**src/design/base64_codec_core_macros.svh**
```systemverilog
// Assertion macros used by the base64 codec job queue and back stage.
`ifndef BASE64_CODEC_CORE_MACROS_SVH
`define BASE64_CODEC_CORE_MACROS_SVH

// Check that a property holds at every rising clock edge outside reset.
`define B64_ASSERT(name, clk, rst_n, prop, msg) \
  name: assert property (@(posedge clk) disable iff (!rst_n) (prop)) \
    else $error(msg);

// Check that a condition never occurs outside reset.
`define B64_ASSERT_NEVER(name, clk, rst_n, cond, msg) \
  name: assert property (@(posedge clk) disable iff (!rst_n) !(cond)) \
    else $error(msg);

`endif

```
**src/design/b64_pkg.sv**
```systemverilog
// Types, constants and character mapping functions for the base64 codec.
`default_nettype none

package b64_pkg;

  localparam int unsigned NumRes = 4;
  localparam int unsigned QDepth = 2;
  localparam int unsigned QAw    = (QDepth > 1) ? $clog2(QDepth) : 1;
  localparam int unsigned QCw    = $clog2(QDepth + 1);

  localparam logic [7:0] PadChar = 8'd61;

  typedef enum logic {
    MODE_DECODE = 1'b0,
    MODE_ENCODE = 1'b1
  } mode_e;

  localparam mode_e ModeReset = MODE_ENCODE;

  typedef struct packed {
    logic [NumRes-1:0][7:0] bytes;
    logic [2:0]             cnt;
  } job_t;

  typedef struct packed {
    logic       valid;
    logic [5:0] value;
  } sextet_t;

  function automatic logic [7:0] enc_char(input logic [5:0] v);
    logic [7:0] r;
    if (v < 6'd26) begin
      r = 8'd65 + {2'b00, v};
    end else if (v < 6'd52) begin
      r = 8'd71 + {2'b00, v};
    end else if (v < 6'd62) begin
      r = {2'b00, v} - 8'd4;
    end else if (v == 6'd62) begin
      r = 8'd43;
    end else begin
      r = 8'd47;
    end
    return r;
  endfunction

  function automatic sextet_t sextet_of(input logic [7:0] c);
    sextet_t s;
    s.valid = 1'b1;
    s.value = '0;
    if (c >= 8'd65 && c <= 8'd90) begin
      s.value = 6'(c - 8'd65);
    end else if (c >= 8'd97 && c <= 8'd122) begin
      s.value = 6'(c - 8'd71);
    end else if (c >= 8'd48 && c <= 8'd57) begin
      s.value = 6'(c + 8'd4);
    end else if (c == 8'd43) begin
      s.value = 6'd62;
    end else if (c == 8'd47) begin
      s.value = 6'd63;
    end else begin
      s.valid = 1'b0;
    end
    return s;
  endfunction

endpackage

`default_nettype wire

```
**src/design/b64_front.sv**
```systemverilog
// Front stage: accepts items, gathers groups and builds result jobs.
`default_nettype none

module b64_front (
  input  wire logic          clk_i,
  input  wire logic          rst_ni,
  input  wire logic          mode_we_i,
  input  wire logic          mode_i,
  input  wire logic          accept_i,
  input  wire logic [7:0]    data_byte_i,
  input  wire logic          end_of_stream_i,
  output b64_pkg::job_t      job_o,
  output logic               job_push_o
);

  b64_pkg::mode_e   mode_q, mode_d;
  logic [23:0]      gb_q, gb_d;
  logic [2:0]       cnt_q, cnt_d;
  b64_pkg::sextet_t sx;
  logic [23:0]      gb_n;
  logic [2:0]       cnt_n;
  logic [23:0]      w;
  logic             emit;

  assign sx = b64_pkg::sextet_of(data_byte_i);

  always_comb begin
    mode_d     = mode_q;
    gb_d       = gb_q;
    cnt_d      = cnt_q;
    gb_n       = gb_q;
    cnt_n      = cnt_q;
    w          = '0;
    emit       = 1'b0;
    job_o      = '0;
    job_push_o = 1'b0;
    unique case (mode_q)
      b64_pkg::MODE_ENCODE: begin
        gb_n  = {gb_q[15:0], data_byte_i};
        cnt_n = cnt_q + 3'd1;
        emit  = (cnt_n >= 3'd3) || end_of_stream_i;
        unique case (cnt_n)
          3'd1:    w = {gb_n[7:0], 16'h0000};
          3'd2:    w = {gb_n[15:0], 8'h00};
          default: w = gb_n;
        endcase
        job_o.bytes[0] = b64_pkg::enc_char(w[23:18]);
        job_o.bytes[1] = b64_pkg::enc_char(w[17:12]);
        job_o.bytes[2] = (cnt_n > 3'd1) ? b64_pkg::enc_char(w[11:6]) : b64_pkg::PadChar;
        job_o.bytes[3] = (cnt_n > 3'd2) ? b64_pkg::enc_char(w[5:0]) : b64_pkg::PadChar;
        job_o.cnt      = 3'd4;
      end
      b64_pkg::MODE_DECODE: begin
        if (sx.valid) begin
          gb_n  = {gb_q[17:0], sx.value};
          cnt_n = cnt_q + 3'd1;
        end
        emit = (cnt_n >= 3'd4) || (end_of_stream_i && (cnt_n != 3'd0));
        unique case (cnt_n)
          3'd1:    w = {gb_n[5:0], 18'h00000};
          3'd2:    w = {gb_n[11:0], 12'h000};
          3'd3:    w = {gb_n[17:0], 6'h00};
          default: w = gb_n;
        endcase
        job_o.bytes[0] = w[23:16];
        job_o.bytes[1] = w[15:8];
        job_o.bytes[2] = w[7:0];
        job_o.bytes[3] = 8'h00;
        job_o.cnt      = cnt_n - 3'd1;
      end
      default: ;
    endcase

    if (accept_i) begin
      job_push_o = emit && (job_o.cnt != 3'd0);
      gb_d       = emit ? 24'h000000 : gb_n;
      cnt_d      = emit ? 3'd0 : cnt_n;
    end

    if (mode_we_i) begin
      mode_d = b64_pkg::mode_e'(mode_i);
      gb_d   = '0;
      cnt_d  = '0;
    end
  end

  always_ff @(posedge clk_i or negedge rst_ni) begin
    if (!rst_ni) begin
      mode_q <= b64_pkg::ModeReset;
      gb_q   <= '0;
      cnt_q  <= '0;
    end else begin
      mode_q <= mode_d;
      gb_q   <= gb_d;
      cnt_q  <= cnt_d;
    end
  end

endmodule

`default_nettype wire

```
**src/design/b64_fifo.sv**
```systemverilog
// Job queue between the front and back stages.
`default_nettype none

`include "base64_codec_core_macros.svh"

module b64_fifo (
  input  wire logic          clk_i,
  input  wire logic          rst_ni,
  input  wire logic          push_i,
  input  wire b64_pkg::job_t data_i,
  output logic               full_o,
  output logic               empty_o,
  input  wire logic          pop_i,
  output b64_pkg::job_t      head_o
);

  b64_pkg::job_t                 mem_q [b64_pkg::QDepth];
  logic [b64_pkg::QAw-1:0]       wptr_q, wptr_d, rptr_q, rptr_d;
  logic [b64_pkg::QCw-1:0]       cnt_q, cnt_d;

  localparam logic [b64_pkg::QAw-1:0] LastIdx = b64_pkg::QAw'(b64_pkg::QDepth - 1);
  localparam logic [b64_pkg::QCw-1:0] Depth   = b64_pkg::QCw'(b64_pkg::QDepth);

  assign full_o  = (cnt_q == Depth);
  assign empty_o = (cnt_q == '0);
  assign head_o  = mem_q[rptr_q];

  always_comb begin
    wptr_d = wptr_q;
    rptr_d = rptr_q;
    cnt_d  = cnt_q;
    if (push_i) begin
      wptr_d = (wptr_q == LastIdx) ? '0 : wptr_q + 1'b1;
    end
    if (pop_i) begin
      rptr_d = (rptr_q == LastIdx) ? '0 : rptr_q + 1'b1;
    end
    unique case ({push_i, pop_i})
      2'b10:   cnt_d = cnt_q + 1'b1;
      2'b01:   cnt_d = cnt_q - 1'b1;
      default: cnt_d = cnt_q;
    endcase
  end

  always_ff @(posedge clk_i or negedge rst_ni) begin
    if (!rst_ni) begin
      wptr_q <= '0;
      rptr_q <= '0;
      cnt_q  <= '0;
    end else begin
      wptr_q <= wptr_d;
      rptr_q <= rptr_d;
      cnt_q  <= cnt_d;
    end
  end

  always_ff @(posedge clk_i) begin
    if (push_i) begin
      mem_q[wptr_q] <= data_i;
    end
  end

  `B64_ASSERT_NEVER(a_no_overflow, clk_i, rst_ni, push_i && full_o, "job queue overflow")
  `B64_ASSERT_NEVER(a_no_underflow, clk_i, rst_ni, pop_i && empty_o, "job queue underflow")

endmodule

`default_nettype wire

```
**src/design/b64_back.sv**
```systemverilog
// Back stage: serializes job bytes onto the result port.
`default_nettype none

`include "base64_codec_core_macros.svh"

module b64_back (
  input  wire logic          clk_i,
  input  wire logic          rst_ni,
  input  wire b64_pkg::job_t job_i,
  input  wire logic          job_empty_i,
  output logic               job_pop_o,
  output logic               empty_o,
  input  wire logic          pop_i,
  output logic [7:0]         out_byte_o,
  output logic               last_o
);

  logic [b64_pkg::NumRes-1:0][7:0] bytes_q, bytes_d;
  logic [2:0]                      rem_q, rem_d;

  assign empty_o    = (rem_q == 3'd0);
  assign out_byte_o = bytes_q[0];
  assign last_o     = (rem_q == 3'd1);

  always_comb begin
    bytes_d   = bytes_q;
    rem_d     = rem_q;
    job_pop_o = 1'b0;
    if (pop_i && !empty_o) begin
      bytes_d = {8'h00, bytes_q[b64_pkg::NumRes-1:1]};
      rem_d   = rem_q - 3'd1;
    end
    if (!job_empty_i && (empty_o || (pop_i && last_o))) begin
      job_pop_o = 1'b1;
      bytes_d   = job_i.bytes;
      rem_d     = job_i.cnt;
    end
  end

  always_ff @(posedge clk_i or negedge rst_ni) begin
    if (!rst_ni) begin
      rem_q <= '0;
    end else begin
      rem_q <= rem_d;
    end
  end

  always_ff @(posedge clk_i) begin
    bytes_q <= bytes_d;
  end

  `B64_ASSERT(a_hold_out, clk_i, rst_ni, (!empty_o && !pop_i) |=> $stable(out_byte_o),
    "result changed while stalled")
  `B64_ASSERT(a_refill, clk_i, rst_ni, (pop_i && last_o && !job_empty_i) |=> !empty_o,
    "missed back-to-back job")

endmodule

`default_nettype wire

```
**src/design/base64_codec_core.sv**
```systemverilog
// Top level of the streaming base64 encoder and decoder.
//
// Channel   Direction  Transfer when       Fields
// input     in         push && !full       data_byte_i, end_of_stream_i
// result    out        pop && !empty       out_byte_o, last_o
// mode      in         mode_we_i           mode_i
//
// Decode takes one item per cycle when the queue has room; encode is limited by
// the one-byte-per-cycle result register, as three items give four bytes.
// An item's first result is held in a queue entry, then in the result register.
// Reset selects encode mode and clears the group, queue and result register.
// A two-entry job queue lets input and result sides stall independently.
`default_nettype none

module base64_codec_core (
  input  wire logic        clk_i,
  input  wire logic        rst_ni,
  input  wire logic        mode_we_i,
  input  wire logic        mode_i,
  input  wire logic        push,
  output logic             full,
  input  wire logic [7:0]  data_byte_i,
  input  wire logic        end_of_stream_i,
  output logic             empty,
  input  wire logic        pop,
  output logic [7:0]       out_byte_o,
  output logic             last_o
);

  b64_pkg::job_t job_in, job_head;
  logic          job_push, job_pop, job_empty;

  b64_front u_front (
    .clk_i           (clk_i),
    .rst_ni          (rst_ni),
    .mode_we_i       (mode_we_i),
    .mode_i          (mode_i),
    .accept_i        (push && !full),
    .data_byte_i     (data_byte_i),
    .end_of_stream_i (end_of_stream_i),
    .job_o           (job_in),
    .job_push_o      (job_push)
  );

  b64_fifo u_fifo (
    .clk_i   (clk_i),
    .rst_ni  (rst_ni),
    .push_i  (job_push),
    .data_i  (job_in),
    .full_o  (full),
    .empty_o (job_empty),
    .pop_i   (job_pop),
    .head_o  (job_head)
  );

  b64_back u_back (
    .clk_i       (clk_i),
    .rst_ni      (rst_ni),
    .job_i       (job_head),
    .job_empty_i (job_empty),
    .job_pop_o   (job_pop),
    .empty_o     (empty),
    .pop_i       (pop),
    .out_byte_o  (out_byte_o),
    .last_o      (last_o)
  );

endmodule

`default_nettype wire
```
**config.mk**
```make
export PLATFORM = sky130hd
export DESIGN_NAME = base64_codec_core
export DESIGN_NICKNAME = d
export VERILOG_FILES = /design/src/design/b64_pkg.sv /design/src/design/b64_front.sv /design/src/design/b64_fifo.sv /design/src/design/b64_back.sv /design/src/design/base64_codec_core.sv
export VERILOG_INCLUDE_DIRS = /design/src /design/src/design
export SDC_FILE = /design/constraint.sdc
export NUM_CORES = 1
export LEC_CHECK = 0
export ABC_AREA = 0
export BUFFER_PORTS_ARGS = -buffer_cell sky130_fd_sc_hd__buf_2
export CORE_ASPECT_RATIO = 0.7
export CORE_MARGIN = 3
export CORE_UTILIZATION = 50
export CTS_CLUSTER_SIZE = 12
export DETAILED_ROUTE_END_ITERATION = 16
export PLACE_DENSITY = 0.66
export SYNTH_ARGS = -nofsm -noshare
export SYNTH_HDL_FRONTEND = slang
export SYNTH_SLANG_ARGS = --single-unit
```
**constraint.sdc**
```tcl
create_clock -name clk_i -period 4.83 [get_ports clk_i]
set_input_delay 0.7245 -clock clk_i [delete_from_list [all_inputs] [get_ports clk_i]]
set_output_delay 0.7245 -clock clk_i [all_outputs]
set_load 0.1 [all_outputs]
```
==> results of run 1 <==
-- cells by family after synthesis --
group	share of synthesized area, %
simple gates	13.4
flops	42.7
xor+xnor	1.92
compound gates	23.6
mux	6.96
buf+inv	5.28
fa+ha+maj	6.10
-- synthesized netlist by cell type, drive strengths merged (7+ instances only) --
cell     count  share of area (%)
a22o        15                1.4
nor2        45                1.8
nor3        14               0.92
dfrtp       34                9.2
a21o        15                1.2
a21oi       52                2.8
or3          7               0.47
nand2b      20                1.4
inv         44                1.8
mux2i       44                4.8
a22oi       16                1.3
nand3       21                1.1
a221oi      17                1.7
nand2      112                4.6
clkbuf      39                1.6
and2         8               0.57
nand4        9               0.61
xnor2       13                1.3
o31ai       12                1.1
o211ai      19                1.5
o21ai       68                3.7
buf         30                1.9
mux2        18                2.2
ha          45                6.1
o2111ai      8               0.76
a31oi       16                1.2
edfxtp     102                 33
-- worst paths after layout --
check / start / to / slack [ns] / depth (start not counted)
hold reg to reg: u_front.gb_q[22] / u_front.gb_q[22] / 0.49 / 1
max in group asynchronous: rst_ni / u_fifo.rptr_q / 3.82 / 1
setup reg to reg: u_front.cnt_q[0] / u_fifo.mem_q[0][13] / 0.79 / 13
min in group clk_i: u_front.gb_q[22] / u_front.gb_q[22] / 0.49 / 1
setup / recovery: data_byte_i[1] / u_fifo.mem_q[1][13] / 0.45 / 18
hold / removal: rst_ni / u_front.gb_q[19] / 0.42 / 1
-- metrics by stage --
step | area, sq um | power, mW | util (%)
after CTS | 10200 | 4.90 | 57.8
after floorplan | 9250 | 3.23 | -
after global placement | 9630 | 3.65 | 54.7
after global routing | 10200 | 5.17 | 57.8
after detailed placement | 9630 | 3.67 | 54.7
final | 10200 | 4.90 | 57.8
-- power by group through the flow --
stage / combinational, mW / sequential, mW / clock (mW)
after floorplan: 1.47 / 1.76 / 0
after global placement: 1.78 / 1.87 / 0
after detailed placement: 1.79 / 1.88 / 0
after CTS: 1.80 / 1.86 / 1.25
after global routing: 1.97 / 1.89 / 1.31
final: 1.81 / 1.86 / 1.24
-- area by class of cell --
cell class	count	share of cell area [%]
multi-input combinational	692	47.5
clock buffer	17	4.17
timing repair buffer	58	3.90
clock inverter	15	1.29
sequential	137	38.7
inverter	45	1.66
tap	231	2.84
-- state kept, by name, indices dropped and copies added (netlist names) --
register / count
u_back.rem_q: 3
u_front.gb_q: 24
u_fifo.rptr_q: 1
u_front.cnt_q: 3
u_back.out_byte_o: 8
u_fifo.cnt_q: 2
u_fifo.wptr_q: 1
u_front.mode_q: 1
u_fifo.mem_q: 70
u_back.bytes_q: 24
-- metal layers --
layer	track usage, %	up-vias	part of all wire, %
met2	34.9	356	41
met1	39.0	3630	48
met3	6.68	47	9.6
met5	0	-	0.051
li1	-	3578	-
met4	6.75	2	2.1
-- critical path: stages --
cell and delay [ns]:
buf_2 0.26, inv_1 0.15, ha_1 0.25, nor2b_1 0.17, o21ai_0 0.20, a21o_1 0.25, nor3_2 0.37, nand2_1 0.08
o21ai_0 0.16, inv_1 0.14, ha_1 0.20, o21ai_0 0.22, a21oi_1 0.10, o41ai_1 0.14, o21bai_1 0.13, a41o_1 0.36
nor2_4 0.29, buf_12 0.24
==> impl_metrics.toml, run 1 <==
[outcome]
status = "finished clean"

[pwr]
vdd_drop_max_v = 0.000803
power.density_nw_per_um2 = 481
switchingPower_mw = 2.02
p_leak_nw = 4.24
seqPwrFrac_pct = 37.9
clock_power_share_pct = 25.2
sw_frac_of_total_pct = 41.2
p_int_mw = 2.88
combPwrFrac_pct = 36.9

[clocking]
clock_sinks = 137
hold_buffers = 0
cts_tree = "done"
numCtsBuffers = 17
ctsLongestPathBuffers = 2
cts_setup_buffers = 0
clkLatencyLatePin_ns = 0.43
cts_resized = 0
cts.root.buffer_cell = "clkbuf_16"
cts_max_level = 4
clk_pin_slew_worst_paths_ns = 0.07

[logic_synthesis]
syn_inst = 943
synth_nets = 1003
synth_area_sq_um = 9240
synth-seq-cells = 137
synth_flop_cell = "edfxtp_1"
avgSynthCellArea_sq_um = 9.79
synth-async-reset-ratio_pct = 25.5
synth_edf_count = 102
ys_warn_count = 0
synth.distinct_cells = 81
synth_seq_area_share_pct = 42.7

[finish]
register_area_sq_um = 3940
drive_gt1_share_pct = 14.0
syn2layout_area_growth_pct = 10.4
multi_input_area_sq_um = 4840
fillers = 1563
layout_common_cells = "112 x nand2_1, 102 x edfxtp_1, 60 x o21ai_0"
antennaDiodeCount = 0
nets = 1011
fin_cells = 1195
final_common_cell = "nand2_1"

[sta]
fin_skew_ns = 0.0127
fin_crit_sh_pct = 90.6
rsz0062_at_grt = "false"
tns_ns = 0
worst_slack_ns = 0.453
fin_crit_ns = 4.38
hold_ws_ns = 0.418
fmax_mhz = 228
finalHoldViolations = 0
worstMarginPinSlew_ns = 1.13
finalSetupViolations = 0
drv_slew = 0
relSlewSlack_pct = 24.3

[worst_hold_path]
worstHoldPathType = "input port to async pin"

[place]
hpwl_microns = 17900
io_buffers = 25
dp.cells = 1163
dpl_worst_slack_ns = 0.0785
routabilityCongestion = 1.01

[grt]
antenna_found_initial = 1
gr-usage-all-layers_pct = 25.3
grt_pass1_wl_microns = 40100
grt_max_degree = 78
grt_pass1_vias = 6918
grt_overflow_total = 0

[worst_setup_path]
critical_path_class = "input port to register"
arrival_ns = 4.49
cp_max_fo = 28
startpoint_type = "input port"
end_kind = "register"
required_ns = 4.94

[detailed_routing]
drt_wl_total_microns = 25300
postRouteAntennaNets = 0
vias_per_cell = 6.37
drcViolationCount = 0
wl_per_cell_microns = 21.2
first_pass_iters = 6
drt_iter0_markers = 1112
vias = 7613

[die]
die_w_microns = 168
die_y_microns = 120
initial_core_util_pct = 52.4
core_area_sq_um = 17600
die-area_sq_um = 20200
ios = 26
rows = 40

[run]
drv_cap = 0
Power figures use the tool's default switching activity.
==> run 2: changes to the inputs <==
Settings changed: CELL_PAD_IN_SITES_DETAIL_PLACEMENT from default to 2, CELL_PAD_IN_SITES_GLOBAL_PLACEMENT from default to 2, CORE_UTILIZATION 50 to 42, PLACE_DENSITY 0.66 to default, PLACE_DENSITY_LB_ADDON from default to 0.1.
==> run 2 against run 1 <==
Setup slack lost 0.065 ns. Via count grew 7.5%. Clock-buffer cell count is the same. Combinational power grew 9%. Utilization shrank 8.8 points. Die area grew 18%. Wire length grew 47%. Largest power group is now combinational logic.
==> impl_metrics.toml, run 2 (same netlist as run 1, synthesis figures left out) <==
[outcome]
status = "finished clean"

[worst_setup_path]
arrival_ns = 4.80
max_stage_delay_ns = 0.49
startpoint_type = "input port"
crit_family = "compound AO/OA/AOI/OAI gates"
critical_path_class = "input port to register"
cp_max_fo = 12
r2r_end = "u_fifo.mem_q[1][7]"
crit_path_frequent_cell = "ha_1"
cp_cell_sequence = "buf_2 -> buf_4 -> ha_1 -> a21oi_1 -> a31oi_1 -> a2111oi_4 -> nor3_4 -> o21ai_0 -> inv_1 -> ha_1 -> o21ai_1 -> a21oi_1 -> o41ai_1 -> o21bai_1 -> a41o_1 -> ha_1 -> xnor2_1 -> nor2_1 -> xor2_1"
r2r-start = "u_front.cnt_q[0]"
reg2reg_depth = 11
crit_buf_inv = 3
end_kind = "register"
crit_slowest_cell = "a2111oi_4"
required_ns = 5.19
regToRegSetupSlack_ns = 0.61

[pwr]
power.density_nw_per_um2 = 509
power_mw = 5.28
p_leak_nw = 4.30
vdd_drop_max_v = 0.000325

[finish]
nets = 1019
largestRegisters = "u_fifo.mem_q: 70 flops, u_back.bytes_q: 24 flops, u_front.gb_q: 24 flops"
final_common_cell = "nand2_1"
drive_gt1_share_pct = 14.6
layout_common_cells = "112 x nand2_1, 102 x edfxtp_1, 59 x o21ai_0"
top_register = "u_fifo.mem_q"
syn2layout_area_growth_pct = 12.2
largest_reg_flops = 70

[clocking]
cts_tree = "done"
clock_sinks = 137
cts_max_level = 4
ctsLongestPathBuffers = 2
cts.root.buffer_cell = "clkbuf_16"
hold_buffers = 0
numCtsBuffers = 17
cts_resized = 0
clk_pin_slew_worst_paths_ns = 0.07
cts_setup_buffers = 0
clkLatencyLatePin_ns = 0.44

[sta]
finalHoldViolations = 0
fmax_mhz = 225
relSlewSlack_pct = 11.7
fin_skew_ns = 0.0111
worstMarginPinSlew_ns = 1.32
finalSetupViolations = 0
fin_crit_ns = 4.44
drv_slew = 0
worst_slack_ns = 0.388
fin_crit_sh_pct = 92.0

[place]
hpwl_microns = 26600
routabilityCongestion = 0.929
dpl_worst_slack_ns = -0.164
io_buffers = 25

[die]
die_y_microns = 130
die-area_sq_um = 23800
die_w_microns = 183
ios = 26
core_area_sq_um = 21100
initial_core_util_pct = 43.7
rows = 44

[detailed_routing]
vias = 8184
drt_iter0_markers = 651
drt_wl_total_microns = 37200
vias_per_cell = 6.55
postRouteAntennaNets = 0
first_pass_iters = 6
wl_per_cell_microns = 29.7
drcViolationCount = 0

[grt]
gr-usage-all-layers_pct = 31.8
grt_overflow_total = 0
grt_pass1_vias = 8870
antenna_found_initial = 0
grt_pass1_wl_microns = 56600
grt_max_degree = 62

[worst_hold_path]
worstHoldPathType = "input port to async pin"

[run]
drv_cap = 0
## run 2: worst max path at each step
stage / from / endpoint / slack [ns] / cells past startpoint
2_1_floorplan: data_byte_i[1] / u_fifo.mem_q[0][0] / 0.01 / 17
3_5_place_dp: data_byte_i[2] / u_fifo.cnt_q[1] / -0.16 / 18
6_report: data_byte_i[2] / u_fifo.cnt_q[1] / 0.39 / 19
3_3_place_gp: data_byte_i[2] / u_fifo.cnt_q[1] / 0.33 / 19
5_1_grt: data_byte_i[2] / u_fifo.cnt_q[1] / -0.01 / 20
4_1_cts: data_byte_i[2] / u_fifo.cnt_q[1] / 0.28 / 19
## run 2: layout make-up
cell class | instances | area (sq um)
antenna | 1 | 2.50
fill | 2217 | 10800
clock buffer | 17 | 425
clock inverter | 15 | 174
tap | 276 | 345
multi-input combinational | 692 | 4840
timing repair buffer | 66 | 458
sequential | 137 | 3940
inverter | 45 | 169
## run 2: layer usage
layer  track usage [%]  up-vias  wire, microns
li1                  -     3580              -
met1              39.1     4190          15200
met2              52.8      326          17600
met3              9.50       88           2990
met4              12.9        0           1380
met5                 0        -              0
## run 2: per-stage QoR
| stage | cells | util, % | setup TNS, ns | hold slack [ns] | cell area (sq um) |
|---|---|---|---|---|---|
| after floorplan | 943 | - | 0 | 0.429 | 9250 |
| after global placement | 1216 | 46.1 | 0 | 0.456 | 9750 |
| after detailed placement | 1216 | 46.1 | -9.26 | 0.466 | 9750 |
| after CTS | 1248 | 49.0 | 0 | 0.445 | 10300 |
| after global routing | 1248 | 49.0 | -0.0124 | 0.486 | 10400 |
| final | 1249 | 49.0 | 0 | 0.425 | 10400 |
## run 2: where the power goes
part,internal (mW),switching [mW],total [mW]
Sequential,1.67,0.252,1.92
Combinational,0.555,1.42,1.98
Clock,0.812,0.564,1.38
Total,3.04,2.24,5.28
==> run 3: changes to the inputs <==
Settings changed: CORE_ASPECT_RATIO 0.7 to 1.25.
==> run 3 against run 2 <==
Utilization is 1.3 points lower. Sequential cell count did not move. Hold slack improved by 0.0025 ns. Non-clock buffer count fell by 11. Clock power hardly changed. Sequential share of layout area grew 0.28 points. Sequential power is essentially flat. Wire length shrank 4.4%. Clock-buffer cell count up 2. First-iteration DRC count decreased by 10%. Cell area shrank 0.72%. Power is 0.84% lower.
==> impl_metrics.toml, run 3 (same netlist as run 1, synthesis figures left out) <==
[clocking]
cts_resized = 0
clock_sinks = 137
ctsLongestPathBuffers = 2
clk_pin_slew_worst_paths_ns = 0.07
cts_tree = "done"
cts_setup_buffers = 0
cts.root.buffer_cell = "clkbuf_16"
hold_buffers = 0
cts_max_level = 4
clkLatencyLatePin_ns = 0.43
numCtsBuffers = 17

[worst_setup_path]
cp_max_fo = 14
crit_start = "data_byte_i[1]"
reg2reg_depth = 12
arrival_ns = 4.74
required_ns = 5.14
startpoint_type = "input port"
r2r-start = "u_front.cnt_q[0]"
r2r_end = "u_fifo.mem_q[0][13]"
end_kind = "register"
critical_path_class = "input port to register"
regToRegSetupSlack_ns = 0.57

[detailed_routing]
postRouteAntennaNets = 0
met1_length_microns = 14300
drt_wl_total_microns = 35500
drcViolationCount = 0
drt_iter0_markers = 584
top_layer = "met4"
vias = 7931
vias_per_cell = 6.40
dr_wl_met3_microns = 1620
first_pass_iters = 5
wl_per_cell_microns = 28.6
wl_met2_microns = 18400

[pwr]
switchingPower_mw = 2.19
seqPwrFrac_pct = 36.2
clock_power_share_pct = 26.6
power.density_nw_per_um2 = 509
combPwrFrac_pct = 37.2
sw_frac_of_total_pct = 41.8
p_int_mw = 3.05
p_leak_nw = 4.26
vdd_drop_max_v = 0.000565
power_mw = 5.23

[outcome]
status = "finished clean"

[finish]
drive_gt1_share_pct = 13.7
fin_util_pct = 47.7
fin_cells = 1240
nets = 1008
antennaDiodeCount = 0
final_common_cell = "nand2_1"
design_area_sq_um = 10300
largest_reg_flops = 70
top_register = "u_fifo.mem_q"
layout_common_cells = "112 x nand2_1, 102 x edfxtp_1, 60 x o21ai_0"
syn2layout_area_growth_pct = 11.4
largestRegisters = "u_fifo.mem_q: 70 flops, u_back.bytes_q: 24 flops, u_front.gb_q: 24 flops"

[place]
routabilityCongestion = 0.956
dpl_worst_slack_ns = 0.0658
postPlaceCellArea_sq_um = 9670
dp.cells = 1208
hpwl_microns = 26000
io_buffers = 25

[die]
rows = 60
initial_core_util_pct = 42.9
die_y_microns = 172
die_w_microns = 139
core_area_sq_um = 21500
ios = 26
die-area_sq_um = 23800

[worst_hold_path]
worstHoldPathType = "input port to async pin"

[sta]
relSlewSlack_pct = 24.5
fmax_mhz = 226
finalSetupViolations = 0
worst_slack_ns = 0.399
tns_ns = 0
hold_ws_ns = 0.427
worstMarginPinSlew_ns = 1.13
finalHoldViolations = 0
drv_slew = 0
fin_crit_sh_pct = 91.7
fin_skew_ns = 0.0110
fin_crit_ns = 4.43
rsz0062_at_grt = "false"

[run]
drv_cap = 0

[grt]
grt_pass1_vias = 8665
antenna_found_initial = 0
gr-usage-all-layers_pct = 29.5
grt_overflow_total = 0
grt_max_degree = 62
grt_pass1_wl_microns = 53900
==> run 3: area by class of cell <==
type / instances / area, sq um
Tap cell: 279 / 349
Timing Repair Buffer: 55 / 375
Multi-Input combinational cell: 692 / 4840
Fill cell: 2239 / 11300
Inverter: 45 / 169
Clock inverter: 13 / 169
Sequential cell: 137 / 3940
Clock buffer: 19 / 443
==> run 3: critical path: stages <==
cell and delay, ns:
buf_2 0.26, inv_1 0.15, ha_1 0.26, nor2b_1 0.16, o21ai_0 0.13, a21o_1 0.23
nor3_2 0.44, xnor2_1 0.31, inv_1 0.18, ha_1 0.24, o21ai_0 0.23, a21oi_1 0.11
o41ai_1 0.16, o21bai_1 0.12, a41o_1 0.35, ha_1 0.27, xnor2_1 0.18, nor2_1 0.08
xor2_1 0.14
==> run 3: worst max-delay path by stage <==
stage,end,cells after the start
detailed placement,u_fifo.mem_q[0][21],17
global placement,u_fifo.cnt_q[1],19
CTS,u_fifo.cnt_q[1],19
finish,u_fifo.cnt_q[1],19
global route,u_fifo.cnt_q[1],20
floorplan,u_fifo.mem_q[0][0],17
==> run 3: metal layers <==
metal | up-vias | global-route usage [%]
li1 | 3559 | -
met1 | 4067 | 35.3
met2 | 224 | 53.8
met3 | 81 | 5.01
met4 | 0 | 10.3
met5 | - | 0
==> run 3: power groups by stage <==
stage	Combinational, mW	Clock, mW	Sequential (mW)
after floorplan	1.47	0	1.76
after global placement	1.79	0	1.88
after detailed placement	1.92	0	1.91
after CTS	1.95	1.41	1.90
after global routing	2.10	1.47	1.92
final	1.95	1.39	1.89
